File: config.mk
export PLATFORM = sky130hd
export DESIGN_NAME = tridiagonal_complex_cholesky_core
export DESIGN_NICKNAME = d
export VERILOG_FILES = /design/src/sv/tcc_pkg.sv /design/src/sv/tcc_mul.sv /design/src/sv/tcc_div.sv /design/src/sv/tcc_sqrt.sv /design/src/sv/tridiagonal_complex_cholesky_core.sv
export SDC_FILE = /design/constraint.sdc
export NUM_CORES = 2
export LEC_CHECK = 0
export BUFFER_PORTS_ARGS = -buffer_cell sky130_fd_sc_hd__buf_2
export CAP_MARGIN = 30
export CORE_ASPECT_RATIO = 0.75
export CORE_MARGIN = 3
export CORE_UTILIZATION = 55
export CTS_CLUSTER_SIZE = 30
export DETAILED_ROUTE_END_ITERATION = 10
export GPL_TIMING_DRIVEN = 0
export PLACE_DENSITY = 0.7
export REMOVE_ABC_BUFFERS = 1
export SYNTH_ARGS = -nofsm -noshare
export SYNTH_HDL_FRONTEND = slang
export SYNTH_SLANG_ARGS = --single-unit
export TNS_END_PERCENT = 100
File: constraint.sdc
create_clock -name i_clk -period 7.7 [get_ports i_clk]
set_clock_uncertainty 0.15 [all_clocks]
set_input_delay 0.77 -clock i_clk [delete_from_list [all_inputs] [get_ports i_clk]]
set_output_delay 0.77 -clock i_clk [all_outputs]
set_load 0.05 [all_outputs]
File: src/sv/tcc_pkg.sv
`timescale 1ns / 1ps
// shared types, widths and helpers for the tridiagonal complex cholesky core
// no dependencies; imported by every module of the block
package tcc_pkg;

    localparam int FRAC_BITS  = 16;
    localparam int DATA_W     = 32;
    localparam int PROD_W     = 2 * DATA_W;
    localparam int ACC_W      = PROD_W + 2;
    localparam int SAT_W      = ACC_W + 1;
    localparam int DIV_W      = PROD_W + FRAC_BITS;
    localparam int DIV_CNT_W  = $clog2(DIV_W);
    localparam int MUL_CNT_W  = $clog2(DATA_W);
    localparam int SQRT_REM_W = DATA_W + 2;

    typedef logic signed [DATA_W-1:0] t_fix;

    typedef enum logic [1:0] {
        ST_OK   = 2'd0,
        ST_DIVZ = 2'd1,
        ST_SAT  = 2'd2
    } t_status;

    typedef struct packed {
        logic first_row;
        t_fix diag_re;
        t_fix diag_im;
        t_fix sub_re;
        t_fix sub_im;
    } t_in_item;

    typedef struct packed {
        t_fix    factor_diag_re;
        t_fix    factor_diag_im;
        t_fix    factor_sub_re;
        t_fix    factor_sub_im;
        t_status status;
    } t_out_item;

    typedef enum logic [4:0] {
        S_IDLE, S_DEN0, S_DEN1, S_DENCHK, S_NRE0, S_NRE1, S_DIVRE,
        S_NIM0, S_NIM1, S_DIVIM, S_SQ0, S_SQ1, S_TRE, S_SQ2, S_TIM,
        S_MAG0, S_MAG1, S_ROOT, S_ROOTRE, S_ROOTIM, S_DONE
    } t_state;

    // magnitude of a signed fix value, exact for the most negative code
    function automatic logic [DATA_W-1:0] fix_mag(input t_fix v);
        return v[DATA_W-1] ? DATA_W'(-v) : DATA_W'(v);
    endfunction

    // true when a wide value does not fit the fix range
    function automatic logic fix_ovf(input logic signed [SAT_W-1:0] v);
        return !((&v[SAT_W-1:DATA_W-1]) || !(|v[SAT_W-1:DATA_W-1]));
    endfunction

    // clamp a wide value to the fix range
    function automatic t_fix fix_sat(input logic signed [SAT_W-1:0] v);
        t_fix res;
        if (fix_ovf(v)) begin
            res = v[SAT_W-1] ? {1'b1, {(DATA_W-1){1'b0}}} : {1'b0, {(DATA_W-1){1'b1}}};
        end else begin
            res = v[DATA_W-1:0];
        end
        return res;
    endfunction

endpackage

File: src/sv/tcc_mul.sv
`timescale 1ns / 1ps
// bit-serial signed multiplier, one multiplier bit per cycle
// depends on tcc_pkg
module tcc_mul
    import tcc_pkg::*;
(
    input  logic                     i_clk,
    input  logic                     i_rst_n,
    input  logic                     i_start,
    input  t_fix                     i_a,
    input  t_fix                     i_b,
    output logic                     o_busy,
    output logic                     o_done,
    output logic signed [PROD_W-1:0] o_prod
);

    logic                 r_busy, n_busy;
    logic                 r_done, n_done;
    logic [MUL_CNT_W-1:0] r_cnt;
    logic                 r_neg;
    logic [DATA_W-1:0]    r_mcand;
    logic [PROD_W-1:0]    r_p;
    logic [DATA_W:0]      w_sum;

    // shift-add step on the upper half
    assign w_sum = {1'b0, r_p[PROD_W-1:DATA_W]} + (r_p[0] ? {1'b0, r_mcand} : '0);

    always_comb begin
        n_busy = r_busy;
        n_done = 1'b0;
        if (i_start) begin
            n_busy = 1'b1;
        end else if (r_busy && r_cnt == MUL_CNT_W'(DATA_W - 1)) begin
            n_busy = 1'b0;
            n_done = 1'b1;
        end
    end

    // control
    always_ff @(posedge i_clk) begin
        if (!i_rst_n) begin
            r_busy <= 1'b0;
            r_done <= 1'b0;
        end else begin
            r_busy <= n_busy;
            r_done <= n_done;
        end
    end

    // operand and product shift register
    always_ff @(posedge i_clk) begin
        if (i_start) begin
            r_cnt   <= '0;
            r_neg   <= i_a[DATA_W-1] ^ i_b[DATA_W-1];
            r_mcand <= fix_mag(i_a);
            r_p     <= {{DATA_W{1'b0}}, fix_mag(i_b)};
        end else if (r_busy) begin
            r_cnt <= r_cnt + 1'b1;
            r_p   <= {w_sum, r_p[DATA_W-1:1]};
        end
    end

    assign o_busy = r_busy;
    assign o_done = r_done;
    assign o_prod = r_neg ? -$signed(r_p) : $signed(r_p);

endmodule

File: src/sv/tcc_div.sv
`timescale 1ns / 1ps
// restoring divider, one quotient bit per cycle, fraction-scaled and saturated
// depends on tcc_pkg
module tcc_div
    import tcc_pkg::*;
(
    input  logic              i_clk,
    input  logic              i_rst_n,
    input  logic              i_start,
    input  logic [PROD_W-1:0] i_num_mag,
    input  logic              i_num_neg,
    input  logic [PROD_W-1:0] i_den,
    output logic              o_busy,
    output logic              o_done,
    output t_fix              o_quot,
    output logic              o_sat
);

    logic                 r_busy, n_busy;
    logic                 r_done, n_done;
    logic [DIV_CNT_W-1:0] r_cnt;
    logic [DIV_W-1:0]     r_dvd;
    logic [PROD_W-1:0]    r_rem;
    logic [PROD_W-1:0]    r_den;
    logic [DATA_W:0]      r_q;
    logic                 r_ovf;
    logic                 r_neg;
    logic [PROD_W:0]      w_trial;
    logic                 w_ge;
    logic [PROD_W:0]      w_diff;
    logic [DATA_W:0]      w_limit;
    logic                 w_over;
    logic [DATA_W:0]      w_mag;
    logic [DATA_W:0]      w_signed;

    // one remainder step
    assign w_trial = {r_rem, r_dvd[DIV_W-1]};
    assign w_ge    = w_trial >= {1'b0, r_den};
    assign w_diff  = w_trial - {1'b0, r_den};

    // clamp to the signed range on the quotient's side
    assign w_limit  = r_neg ? {2'b01, {(DATA_W-1){1'b0}}} : {2'b00, {(DATA_W-1){1'b1}}};
    assign w_over   = r_ovf || (r_q > w_limit);
    assign w_mag    = w_over ? w_limit : r_q;
    assign w_signed = r_neg ? -w_mag : w_mag;

    always_comb begin
        n_busy = r_busy;
        n_done = 1'b0;
        if (i_start) begin
            n_busy = 1'b1;
        end else if (r_busy && r_cnt == DIV_CNT_W'(DIV_W - 1)) begin
            n_busy = 1'b0;
            n_done = 1'b1;
        end
    end

    // control
    always_ff @(posedge i_clk) begin
        if (!i_rst_n) begin
            r_busy <= 1'b0;
            r_done <= 1'b0;
        end else begin
            r_busy <= n_busy;
            r_done <= n_done;
        end
    end

    // dividend shift register, remainder and quotient
    always_ff @(posedge i_clk) begin
        if (i_start) begin
            r_cnt <= '0;
            r_dvd <= {i_num_mag, {FRAC_BITS{1'b0}}};
            r_rem <= '0;
            r_den <= i_den;
            r_q   <= '0;
            r_ovf <= 1'b0;
            r_neg <= i_num_neg;
        end else if (r_busy) begin
            r_cnt <= r_cnt + 1'b1;
            r_dvd <= {r_dvd[DIV_W-2:0], 1'b0};
            r_rem <= w_ge ? w_diff[PROD_W-1:0] : w_trial[PROD_W-1:0];
            r_q   <= {r_q[DATA_W-1:0], w_ge};
            r_ovf <= r_ovf | r_q[DATA_W];
        end
    end

    assign o_busy = r_busy;
    assign o_done = r_done;
    assign o_quot = w_signed[DATA_W-1:0];
    assign o_sat  = w_over;

endmodule

File: src/sv/tcc_sqrt.sv
`timescale 1ns / 1ps
// digit-by-digit integer square root, two radicand bits per cycle
// depends on tcc_pkg
module tcc_sqrt
    import tcc_pkg::*;
(
    input  logic              i_clk,
    input  logic              i_rst_n,
    input  logic              i_start,
    input  logic [PROD_W-1:0] i_rad,
    output logic              o_busy,
    output logic              o_done,
    output logic [DATA_W-1:0] o_root
);

    logic                    r_busy, n_busy;
    logic                    r_done, n_done;
    logic [MUL_CNT_W-1:0]    r_cnt;
    logic [PROD_W-1:0]       r_rad;
    logic [SQRT_REM_W-1:0]   r_rem;
    logic [DATA_W-1:0]       r_root;
    logic [SQRT_REM_W+1:0]   w_rr;
    logic [SQRT_REM_W+1:0]   w_trial;
    logic                    w_ge;
    logic [SQRT_REM_W+1:0]   w_diff;

    // bring down two bits and try the next root digit
    assign w_rr    = {r_rem, r_rad[PROD_W-1:PROD_W-2]};
    assign w_trial = {2'b00, r_root, 2'b01};
    assign w_ge    = w_rr >= w_trial;
    assign w_diff  = w_rr - w_trial;

    always_comb begin
        n_busy = r_busy;
        n_done = 1'b0;
        if (i_start) begin
            n_busy = 1'b1;
        end else if (r_busy && r_cnt == MUL_CNT_W'(DATA_W - 1)) begin
            n_busy = 1'b0;
            n_done = 1'b1;
        end
    end

    // control
    always_ff @(posedge i_clk) begin
        if (!i_rst_n) begin
            r_busy <= 1'b0;
            r_done <= 1'b0;
        end else begin
            r_busy <= n_busy;
            r_done <= n_done;
        end
    end

    // radicand shift register, partial remainder and root
    always_ff @(posedge i_clk) begin
        if (i_start) begin
            r_cnt  <= '0;
            r_rad  <= i_rad;
            r_rem  <= '0;
            r_root <= '0;
        end else if (r_busy) begin
            r_cnt  <= r_cnt + 1'b1;
            r_rad  <= {r_rad[PROD_W-3:0], 2'b00};
            r_rem  <= w_ge ? w_diff[SQRT_REM_W-1:0] : w_rr[SQRT_REM_W-1:0];
            r_root <= {r_root[DATA_W-2:0], w_ge};
        end
    end

    assign o_busy = r_busy;
    assign o_done = r_done;
    assign o_root = r_root;

endmodule

File: src/sv/tridiagonal_complex_cholesky_core.sv
`timescale 1ns / 1ps
// streaming cholesky factor of a complex symmetric tridiagonal matrix
// depends on tcc_pkg, tcc_mul, tcc_div, tcc_sqrt
//
// usage:
//   input channel i_in_valid / o_in_stall / i_in_item carries one matrix row per
//   item: first_row flag, diagonal entry and the sub-diagonal entry above it.
//   output channel o_out_valid / i_out_stall / o_out_item carries one factor row
//   per item with a status code (ok, division by zero diagonal, saturation).
//   all values are signed Q16.16 per component.
// timing:
//   one item at a time. a first row passes two serial multiplies and three serial
//   square roots; a later row passes eleven serial multiplies, two divisions,
//   three square roots and three steps that use no shared unit, and skips four
//   of the multiplies and both divisions when the previous diagonal is zero. the
//   next item is taken in the cycle after the result is loaded. every multiply,
//   division and square root runs on the shared bit-serial units.
// reset:
//   synchronous active-low i_rst_n clears the sequencer, the output valid and
//   the kept previous factor diagonal (zero).
// stall:
//   a finished item waits in the output register; the next item is taken and
//   computed meanwhile, and the sequencer holds its result until the output
//   register frees up.
module tridiagonal_complex_cholesky_core
    import tcc_pkg::*;
(
    input  logic      i_clk,
    input  logic      i_rst_n,
    input  logic      i_in_valid,
    output logic      o_in_stall,
    input  t_in_item  i_in_item,
    output logic      o_out_valid,
    input  logic      i_out_stall,
    output t_out_item o_out_item
);

    t_state                   r_state, n_state;
    logic                     r_go;
    t_in_item                 r_item;
    t_fix                     r_prev_re, r_prev_im;
    logic signed [ACC_W-1:0]  r_acc;
    logic [PROD_W-1:0]        r_den;
    t_fix                     r_s_re, r_s_im;
    t_fix                     r_t_re, r_t_im;
    logic [DATA_W-1:0]        r_r;
    t_fix                     r_o_re, r_o_im;
    logic                     r_divz, r_sat;
    logic                     r_out_valid;
    t_out_item                r_out;

    logic                     w_accept, w_load;
    logic                     w_mul_state, w_div_state, w_sqrt_state;
    t_fix                     w_mul_a, w_mul_b;
    logic                     mul_busy, mul_done;
    logic signed [PROD_W-1:0] mul_prod;
    logic signed [ACC_W-1:0]  w_prod_ext;
    logic [ACC_W-1:0]         w_acc_mag;
    logic                     div_busy, div_done, div_sat;
    t_fix                     div_quot;
    logic                     sqrt_busy, sqrt_done;
    logic [PROD_W-1:0]        w_rad;
    logic [DATA_W-1:0]        sqrt_root;
    logic signed [SAT_W-1:0]  w_t_re_wide, w_t_im_wide;
    logic signed [DATA_W+2:0] w_u, w_w;

    assign w_accept = i_in_valid && !o_in_stall;
    assign w_load   = (r_state == S_DONE) && (!r_out_valid || !i_out_stall);

    // operand selection for the shared units
    always_comb begin
        w_mul_state  = 1'b1;
        w_div_state  = 1'b0;
        w_sqrt_state = 1'b0;
        w_mul_a      = '0;
        w_mul_b      = '0;
        w_rad        = '0;
        unique case (r_state)
            S_DEN0:   begin w_mul_a = r_prev_re;      w_mul_b = r_prev_re; end
            S_DEN1:   begin w_mul_a = r_prev_im;      w_mul_b = r_prev_im; end
            S_NRE0:   begin w_mul_a = r_item.sub_re;  w_mul_b = r_prev_re; end
            S_NRE1:   begin w_mul_a = r_item.sub_im;  w_mul_b = r_prev_im; end
            S_NIM0:   begin w_mul_a = r_item.sub_im;  w_mul_b = r_prev_re; end
            S_NIM1:   begin w_mul_a = r_item.sub_re;  w_mul_b = r_prev_im; end
            S_SQ0:    begin w_mul_a = r_s_re;         w_mul_b = r_s_re;    end
            S_SQ1:    begin w_mul_a = r_s_im;         w_mul_b = r_s_im;    end
            S_SQ2:    begin w_mul_a = r_s_re;         w_mul_b = r_s_im;    end
            S_MAG0:   begin w_mul_a = r_t_re;         w_mul_b = r_t_re;    end
            S_MAG1:   begin w_mul_a = r_t_im;         w_mul_b = r_t_im;    end
            S_DIVRE, S_DIVIM: begin
                w_mul_state = 1'b0;
                w_div_state = 1'b1;
            end
            S_ROOT: begin
                w_mul_state  = 1'b0;
                w_sqrt_state = 1'b1;
                w_rad        = r_acc[PROD_W-1:0];
            end
            S_ROOTRE: begin
                w_mul_state  = 1'b0;
                w_sqrt_state = 1'b1;
                w_rad        = PROD_W'(w_u[DATA_W+1:0]) << (FRAC_BITS - 1);
            end
            S_ROOTIM: begin
                w_mul_state  = 1'b0;
                w_sqrt_state = 1'b1;
                w_rad        = PROD_W'(w_w[DATA_W+1:0]) << (FRAC_BITS - 1);
            end
            default: w_mul_state = 1'b0;
        endcase
    end

    // wide helpers
    assign w_prod_ext  = ACC_W'(mul_prod);
    assign w_acc_mag   = r_acc[ACC_W-1] ? ACC_W'(-r_acc) : ACC_W'(r_acc);
    assign w_t_re_wide = SAT_W'($signed(r_item.diag_re)) - SAT_W'(r_acc >>> FRAC_BITS);
    assign w_t_im_wide = SAT_W'($signed(r_item.diag_im)) - SAT_W'(r_acc >>> (FRAC_BITS - 1));
    assign w_u = $signed({3'b000, r_r}) + (DATA_W+3)'($signed(r_t_re));
    assign w_w = $signed({3'b000, r_r}) - (DATA_W+3)'($signed(r_t_re));

    tcc_mul u_mul (
        .i_clk   (i_clk),
        .i_rst_n (i_rst_n),
        .i_start (r_go && w_mul_state),
        .i_a     (w_mul_a),
        .i_b     (w_mul_b),
        .o_busy  (mul_busy),
        .o_done  (mul_done),
        .o_prod  (mul_prod)
    );

    tcc_div u_div (
        .i_clk     (i_clk),
        .i_rst_n   (i_rst_n),
        .i_start   (r_go && w_div_state),
        .i_num_mag (w_acc_mag[PROD_W-1:0]),
        .i_num_neg (r_acc[ACC_W-1]),
        .i_den     (r_den),
        .o_busy    (div_busy),
        .o_done    (div_done),
        .o_quot    (div_quot),
        .o_sat     (div_sat)
    );

    tcc_sqrt u_sqrt (
        .i_clk   (i_clk),
        .i_rst_n (i_rst_n),
        .i_start (r_go && w_sqrt_state),
        .i_rad   (w_rad),
        .o_busy  (sqrt_busy),
        .o_done  (sqrt_done),
        .o_root  (sqrt_root)
    );

    // next state
    always_comb begin
        n_state = r_state;
        unique case (r_state)
            S_IDLE:   if (w_accept) begin
                n_state = i_in_item.first_row ? S_MAG0 : S_DEN0;
            end
            S_DEN0:   if (mul_done) n_state = S_DEN1;
            S_DEN1:   if (mul_done) n_state = S_DENCHK;
            S_DENCHK: n_state = (r_acc == '0) ? S_SQ0 : S_NRE0;
            S_NRE0:   if (mul_done) n_state = S_NRE1;
            S_NRE1:   if (mul_done) n_state = S_DIVRE;
            S_DIVRE:  if (div_done) n_state = S_NIM0;
            S_NIM0:   if (mul_done) n_state = S_NIM1;
            S_NIM1:   if (mul_done) n_state = S_DIVIM;
            S_DIVIM:  if (div_done) n_state = S_SQ0;
            S_SQ0:    if (mul_done) n_state = S_SQ1;
            S_SQ1:    if (mul_done) n_state = S_TRE;
            S_TRE:    n_state = S_SQ2;
            S_SQ2:    if (mul_done) n_state = S_TIM;
            S_TIM:    n_state = S_MAG0;
            S_MAG0:   if (mul_done) n_state = S_MAG1;
            S_MAG1:   if (mul_done) n_state = S_ROOT;
            S_ROOT:   if (sqrt_done) n_state = S_ROOTRE;
            S_ROOTRE: if (sqrt_done) n_state = S_ROOTIM;
            S_ROOTIM: if (sqrt_done) n_state = S_DONE;
            S_DONE:   if (w_load) n_state = S_IDLE;
            default:  n_state = S_IDLE;
        endcase
    end

    // state register and unit start pulse
    always_ff @(posedge i_clk) begin
        if (!i_rst_n) begin
            r_state <= S_IDLE;
            r_go    <= 1'b0;
        end else begin
            r_state <= n_state;
            r_go    <= (n_state != r_state);
        end
    end

    // kept factor diagonal and output valid
    always_ff @(posedge i_clk) begin
        if (!i_rst_n) begin
            r_prev_re   <= '0;
            r_prev_im   <= '0;
            r_out_valid <= 1'b0;
        end else begin
            if (w_load) begin
                r_prev_re   <= r_o_re;
                r_prev_im   <= r_o_im;
                r_out_valid <= 1'b1;
            end else if (!i_out_stall) begin
                r_out_valid <= 1'b0;
            end
        end
    end

    // datapath registers
    always_ff @(posedge i_clk) begin
        if (w_accept) begin
            r_item <= i_in_item;
            r_s_re <= '0;
            r_s_im <= '0;
            r_t_re <= i_in_item.diag_re;
            r_t_im <= i_in_item.diag_im;
            r_divz <= 1'b0;
            r_sat  <= 1'b0;
        end
        // accumulate serial products
        if (mul_done) begin
            unique case (r_state)
                S_DEN1, S_NRE1, S_MAG1: r_acc <= r_acc + w_prod_ext;
                S_NIM1, S_SQ1:          r_acc <= r_acc - w_prod_ext;
                default:                r_acc <= w_prod_ext;
            endcase
        end
        if (r_state == S_DENCHK) begin
            r_den <= r_acc[PROD_W-1:0];
            if (r_acc == '0) r_divz <= 1'b1;
        end
        if (div_done) begin
            if (r_state == S_DIVRE) r_s_re <= div_quot;
            else r_s_im <= div_quot;
            if (div_sat) r_sat <= 1'b1;
        end
        if (r_state == S_TRE) begin
            r_t_re <= fix_sat(w_t_re_wide);
            if (fix_ovf(w_t_re_wide)) r_sat <= 1'b1;
        end
        if (r_state == S_TIM) begin
            r_t_im <= fix_sat(w_t_im_wide);
            if (fix_ovf(w_t_im_wide)) r_sat <= 1'b1;
        end
        if (sqrt_done) begin
            unique case (r_state)
                S_ROOT:   r_r <= sqrt_root;
                S_ROOTRE: r_o_re <= t_fix'(sqrt_root);
                default:  r_o_im <= r_t_im[DATA_W-1] ? -t_fix'(sqrt_root) : t_fix'(sqrt_root);
            endcase
        end
        if (w_load) begin
            r_out.factor_diag_re <= r_o_re;
            r_out.factor_diag_im <= r_o_im;
            r_out.factor_sub_re  <= r_s_re;
            r_out.factor_sub_im  <= r_s_im;
            r_out.status         <= r_divz ? ST_DIVZ : (r_sat ? ST_SAT : ST_OK);
        end
    end

    assign o_in_stall  = (r_state != S_IDLE);
    assign o_out_valid = r_out_valid;
    assign o_out_item  = r_out;

    // only one shared unit runs at a time
    a_one_unit: assert property (@(posedge i_clk) disable iff (!i_rst_n)
        $onehot0({mul_busy, div_busy, sqrt_busy}))
        else $error("more than one arithmetic unit busy");

    // a zero previous diagonal leaves the sub factor at zero
    a_divz_sub: assert property (@(posedge i_clk) disable iff (!i_rst_n)
        (o_out_valid && o_out_item.status == ST_DIVZ) |->
        (o_out_item.factor_sub_re == '0 && o_out_item.factor_sub_im == '0))
        else $error("sub factor nonzero on division by zero");

    // principal root has a nonnegative real part
    a_root_re: assert property (@(posedge i_clk) disable iff (!i_rst_n)
        o_out_valid |-> !o_out_item.factor_diag_re[DATA_W-1])
        else $error("negative real part of factor diagonal");

    // a new item enters only after the previous result left the sequencer
    a_load_once: assert property (@(posedge i_clk) disable iff (!i_rst_n)
        w_load |=> (r_state == S_IDLE))
        else $error("sequencer did not return to idle after result");

endmodule
Word level (Yosys, flattened, before mapping)
Cells that the tools add are included.
{"block": "totals", "register_bits": 1162, "input_bits": 133, "out_inout_bits": 132, "word_cells": 229}
{"block": "classes", "add_sub_neg": 18, "n_lt_le_gt_ge": 3, "n_eq_ne": 25, "mux": 81, "n_bitwise": 4, "reduce_logical": 50}
{"cell": "32-bit two-way mux", "count": 22}
{"cell": "64-bit two-way mux", "count": 5}
{"cell": "32-bit case mux with 8 select lines", "count": 1}
{"cell": "32-bit case mux with 6 select lines", "count": 1}
{"cell": "64-bit case mux with 3 select lines", "count": 1}
{"cell": "80-bit two-way mux", "count": 2}
{"cell": "66-bit case mux with 2 select lines", "count": 1}
{"cell": "32-bit negation", "count": 4}
{"cell": "64-bit negation", "count": 2}
{"cell": "5-bit case mux with 21 select lines", "count": 1}
{"cell": "5-bit two-way mux", "count": 18}
{"cell": "36-bit AND reduction", "count": 2}
{"cell": "36-bit OR reduction", "count": 2}
{"cell": "66-bit by 64-bit adder with 66-bit output", "count": 1}
{"cell": "66-bit logical NOT", "count": 1}
{"cell": "66-bit by 64-bit subtractor with 66-bit output", "count": 1}
{"cell": "65-bit by 64-bit greater-or-equal comparator with 1-bit output", "count": 1}
{"cell": "64-bit subtractor", "count": 1}
{"cell": "32-bit by 51-bit subtractor with 52-bit output", "count": 1}
{"cell": "32-bit by 50-bit subtractor with 51-bit output", "count": 1}
{"cell": "5-bit by 4-bit equality test with 1-bit output, second input constant", "count": 8}
{"cell": "36-bit by 34-bit greater-or-equal comparator with 1-bit output", "count": 1}
{"cell": "5-bit equality test, second input constant", "count": 7}
{"cell": "33-bit by 32-bit adder with 34-bit output", "count": 1}
{"cell": "other kinds (30)", "count": 95}

Longest topological paths before layout
{"block": "depth", "ltp_word": 10, "depth_mapped": 29, "ltp_nobuf": 27}

Cells and area by module
Synthesis repeated with hierarchy kept, for this count alone.
{"block": "unflattened", "cells_unflattened": 7251, "hier_area_um2": 71098.2}
{"module": "tridiagonal_complex_cholesky_core", "instances": 1, "cells_per_inst": 4024, "area_each_um2": 40765.3, "seq_area_each_um2": 19198.4}
{"module": "tcc_div", "instances": 1, "cells_per_inst": 1595, "area_each_um2": 14730.4, "seq_area_each_um2": 6015.8}
{"module": "tcc_mul", "instances": 1, "cells_per_inst": 914, "area_each_um2": 8025.2, "seq_area_each_um2": 2732.6}
{"module": "tcc_sqrt", "instances": 1, "cells_per_inst": 718, "area_each_um2": 7577.3, "seq_area_each_um2": 3383.2}

Least setup slack after synthesis
No wires, ideal clock.
{"block": "synth_timing", "path_type": "register to register", "start": "reg u_mul.r_p[5]", "end": "reg r_acc[60], data pin", "setup_time_ps": 269, "arrival_time_ps": 6488, "required_ps": 7281, "setup_slack_ps": 793, "path_stages_with_launch": 25, "path_buffers": 0, "period_less_slack_ps": 6907, "path_cell_list": "edfxtp_1 or4_1 or3_1 o31ai_2 xor2_1 nand4_1 nor4_2 nor3b_1 and3_1 a21oi_1 xor2_1 ha_1 a21o_1 a21o_1 a21oi_1 o21ai_0 a211oi_1 o21a_1 o21ai_0 nor3_1 o21ai_0 o41ai_1 o21ai_0 xnor2_1 mux2i_1"}
{"block": "synth_between", "elab_chain_cells": 4, "elab_cells_between_ends": 5, "cone_classes": "add/sub (3); mux (2)"}
{"item": "start, declared", "line": "tcc_mul.sv:22", "text": "logic [PROD_W-1:0] r_p;"}
{"item": "start signal, assigned", "line": "tcc_mul.sv:56", "text": "r_p <= {{DATA_W{1'b0}}, fix_mag(i_b)};"}
{"item": "start signal, assigned", "line": "tcc_mul.sv:59", "text": "r_p <= {w_sum, r_p[DATA_W-1:1]};"}
{"item": "64-bit negation", "line": "tcc_mul.sv:65", "text": "assign o_prod = r_neg ? -$signed(r_p) : $signed(r_p);"}
{"item": "64-bit two-way mux *", "line": "tcc_mul.sv:65"}
{"item": "66-bit by 64-bit subtractor with 66-bit output / 66-bit by 64-bit adder with 66-bit output (equally long branches)", "line": "tridiagonal_complex_cholesky_core.sv:229, tridiagonal_complex_cholesky_core.sv:228"}
{"item": "66-bit case mux with 2 select lines *", "line": "tridiagonal_complex_cholesky_core.sv:227", "text": "unique case (r_state)"}
{"item": "end signal, assigned", "line": "tridiagonal_complex_cholesky_core.sv:228", "text": "S_DEN1, S_NRE1, S_MAG1: r_acc <= r_acc + w_prod_ext;"}
{"item": "end signal, assigned", "line": "tridiagonal_complex_cholesky_core.sv:229", "text": "S_NIM1, S_SQ1: r_acc <= r_acc - w_prod_ext;"}
{"item": "end signal, assigned", "line": "tridiagonal_complex_cholesky_core.sv:230", "text": "default: r_acc <= w_prod_ext;"}
{"item": "end, declared", "line": "tridiagonal_complex_cholesky_core.sv:42", "text": "logic signed [ACC_W-1:0] r_acc;"}
Every way passes the cells marked *; elsewhere a longest branch is shown, timed or not.
A chain may end at the register's enable or synchronous reset.

Worst setup path after layout
Ends and elaborated chain as after synthesis.

==> results.py <==
metrics = {
    "synthesis": {
        "synth_flop_cell": "edfxtp_1",
        "synth-seq-area-share_pct": 43.8,
        "syn_area_sq_um": 71500,
        "ys_warn_count": 0,
        "yosysUniqueCellTypes": 102,
        "postSynthAreaPerCell_sq_um": 9.44,
        "netlist_instances": 7567,
        "ys_seq_elements": 1162,
        "synth_edf_count": 806,
        "ys_async_sr_fraction_pct": 0,
    },
    "route": {
        "vias": 62600,
        "drc": 0,
        "wl_per_cell_um": 26.1,
        "drtIter0Drc": 8355,
        "first_pass_iters": 9,
        "viasPerCell": 6.54,
        "ant_nets": 0,
        "routed_wirelength_um": 250000,
    },
    "sta": {
        "fin_ws_ns": -0.0197,
        "setup_violations": 1,
        "worstMarginPinSlew_ns": 1.24,
        "finalCriticalPeriod_ns": 7.72,
        "grt_setup_unrepaired": "yes",
        "fin_crit_sh_pct": 100,
        "relSlewSlack_pct": 17.2,
        "max_freq_ghz": 0.130,
        "hold_viol_final": 0,
        "drv_slew": 0,
    },
    "hold_path": {
        "min-delay-start": "i_in_item[76]",
        "min_to": "r_item[76]",
        "min_path_cells": 1,
        "min_path_type": "input pin to flip-flop",
    },
    "finish": {
        "layout_common_cells": "edfxtp_1, nor2_1, nand2_1",
        "area_growth_pct": 13.0,
        "multiInputGateArea_sq_um": 38000,
        "final_cells": 9582,
        "seqCellArea_sq_um": 31300,
        "final_common_cell": "edfxtp_1",
        "num-nets-final": 8263,
        "fill_cells": 10600,
        "drive_gt1_share_pct": 9.65,
        "finish.utilization_pct": 63.2,
    },
    "setup_path": {
        "r2r_setup_slack_ns": -0.02,
        "reg2reg_from": "u_mul.r_p[5]",
        "crit_arrival_ns": 8.10,
        "max_stage_delay_ns": 0.63,
        "end_kind": "flip-flop",
        "worstPathRequired_ns": 8.08,
        "rr_worst_depth": 26,
        "crit_family": "simple AND/OR/NAND/NOR gates",
        "worstSetupStartpointType": "flip-flop",
        "critPathKind": "flip-flop to flip-flop",
        "crit_path_top_delay_cell": "or4_4",
        "cp.buffers_inverters": 1,
        "timing.rr.end": "r_acc[60]",
        "path_max_fanout": 6,
        "cpMostUsedCell": "o21ai_0",
    },
    "power_and_ir_drop": {
        "vdd_drop_max_mv": 0.217,
        "p_leak_nw": 31.2,
        "power.density_nw_per_um2": 321,
    },
    "cts": {
        "cts_tree": "yes",
        "clkSinkCount": 1162,
        "cts_buffer_depth": 3,
        "clk_latency_ns": 0.80,
        "cts_made_buffers": 116,
        "clkSlewWorstSetupHoldPaths_ns": 0.07,
        "htreeDepth": 3,
        "root_buffer": "clkbuf_16",
    },
    "floorplanning": {
        "die_area_sq_um": 134000,
        "core_area_sq_um": 128000,
        "start_util_pct": 55.9,
        "die_x_um": 422,
        "ioPinCount": 265,
        "rows": 113,
        "die_y_um": 318,
    },
    "run": {
        "drv_cap": 0,
    },
    "outcome": {
        "violations": "negative setup slack",
        "status": "complete, but fails checks",
    },
    "placed_design": {
        "hpwl_um": 188000,
        "globalplace.congestion": 0.981,
        "port_buffers": 264,
        "dpl.cell_count": 9267,
        "pre_cts_ws_ns": -0.810,
    },
    "grt": {
        "antenna_found_initial": 12,
        "globalRouteOverflowTotal": 0,
        "grt_first_pass_wirelength_um": 367000,
        "grt_pass1_vias": 57000,
        "grtUsageTotal_pct": 35.8,
        "grt_max_degree": 116,
    },
}
==> per-layer routing <==
layer | GRT usage [%] | wire [um] | share of wire (%)
met1 | 50.8 | 104000 | 41
met2 | 53.1 | 107000 | 43
met3 | 7.58 | 27200 | 11
met4 | 15.3 | 12600 | 5.0
met5 | 0 | 27 | 0.011
==> layout make-up <==
type | instances | area share, %
antenna | 3 | 0.00930
clock buffer | 140 | 3.83
clock inverter | 81 | 1.37
inverter | 325 | 1.54
multi-input combinational | 5699 | 47.0
sequential | 1162 | 38.8
tap | 1725 | 2.67
timing repair buffer | 447 | 4.73
==> worst reg2reg max path: stages (launching register included) <==
cell and delay, ns:
edfxtp_1 0.56, or4_4 0.63, or3_4 0.38, o21ai_0 0.25
xor2_1 0.26, nand4_1 0.27, or3_1 0.47, or3_1 0.39
nor3_2 0.18, nand4b_1 0.27, nor2_4 0.23, nor2_1 0.08
xnor2_1 0.17, ha_1 0.38, a21o_1 0.19, a21oi_1 0.20
o21ai_0 0.16, a211oi_1 0.29, o21a_1 0.18, o21ai_0 0.11
nor3_2 0.23, o21ai_0 0.18, o41ai_2 0.41, clkdlybuf4s18_2 0.34
o21ai_0 0.18, xnor2_1 0.21, mux2i_1 0.09
==> cells in the mapped netlist, types with 42 or more instances <==
cell type	n	area, sq um
o21ai_0	532	2660
a222oi_1	63	631
xor2_1	228	2000
a31oi_1	94	588
a221oi_1	56	490
ha_1	373	4670
mux2i_1	146	1460
clkbuf_1	328	1230
nand2_1	684	2570
o21bai_1	49	368
o21a_1	63	473
a211oi_1	94	706
a22o_1	110	963
and3_1	72	450
edfxtp_1	806	24200
xnor2_1	341	2990
or3_1	62	388
and2_1	71	444
o31ai_1	77	578
dfxtp_1	356	7130
inv_1	322	1210
o22ai_1	44	275
nand3_1	162	811
buf_1	42	158
nand4_1	101	632
a21boi_0	90	676
nor2b_1	74	463
a21oi_1	514	2570
nor3_1	119	596
a21o_1	186	1400
nand2b_1	80	500
nor2_1	693	2600
==> state kept, by name, indices dropped and copies added, names as in the netlist, 7 cells and up <==
register / flops
u_div.r_dvd: 64
r_o_re: 32
r_t_re: 32
r_prev_re: 32
u_mul.r_p: 64
u_mul.r_mcand: 32
r_t_im: 32
r_prev_im: 32
r_acc: 66
u_div.r_q: 33
r_o_im: 32
r_r: 32
u_sqrt.r_rem: 34
u_div.r_cnt: 7
r_den: 64
o_out_item: 130
u_div.r_den: 64
u_sqrt.r_rad: 64
r_s_im: 32
r_s_re: 32
r_item: 128
u_div.r_rem: 64
u_sqrt.o_root: 32
==> through the flow <==
step	power [W]	hold WS, ns	cell area [sq um]	setup TNS [ns]
finish	0.0259	0.0405	80700	-0.0197
global route	0.0273	0.0257	80700	-0.713
CTS	0.0255	0.0128	80300	0
detailed placement	0.0191	0.255	75400	-5.18
global placement	0.0188	0.251	73500	-2737.02
floorplan	0.0161	0.250	70000	-146.49
==> logic make-up (layout without fill, tap and decap cells) <==
logic type | after synthesis | in the layout | share of synthesized area [%]
AND/OR/NAND/NOR | 2329 | 2329 | 15.5
AO/OA/AOI/OAI | 2266 | 2266 | 21.0
flip-flops | 1162 | 1162 | 43.8
buffers and inverters | 706 | 993 | 3.74
XOR/XNOR | 570 | 570 | 7.00
adder cells (fa/ha/maj) | 379 | 379 | 6.70
multiplexers | 155 | 155 | 2.19
other | 0 | 3 | 0
==> power by group <==
group          internal, W  switching (W)
registers          0.00763       0.000780
clock network      0.00357        0.00271
logic              0.00432        0.00687
total               0.0155         0.0104
==> worst max path at each step <==
stage	startpoint	slack, ns	depth (start not counted)	endpoint
detailed placement	u_mul.r_p[9]	-0.81	26	r_acc[60]
global route	u_mul.r_p[0]	-0.25	27	r_acc[60]
finish	u_mul.r_p[5]	-0.02	26	r_acc[60]
floorplan	r_state[0]	-1.45	6	u_div.r_dvd[16]
CTS	u_mul.r_p[31]	0.007	22	r_acc[61]
global placement	r_state[0]	-8.75	6	u_div.r_dvd[34]
==> what timing repair did <==
action / 4_1_cts / 5_1_grt
gates resized for setup: 16 / 39
endpoints found under the setup margin: 13 / 26
pin swaps: 2 / 9
setup buffers: 2 / 23
hold endpoints to repair: 64 / 0
hold buffers: 64 / 0
gates cloned: 0 / 0
Power figures use the tool's default switching activity.
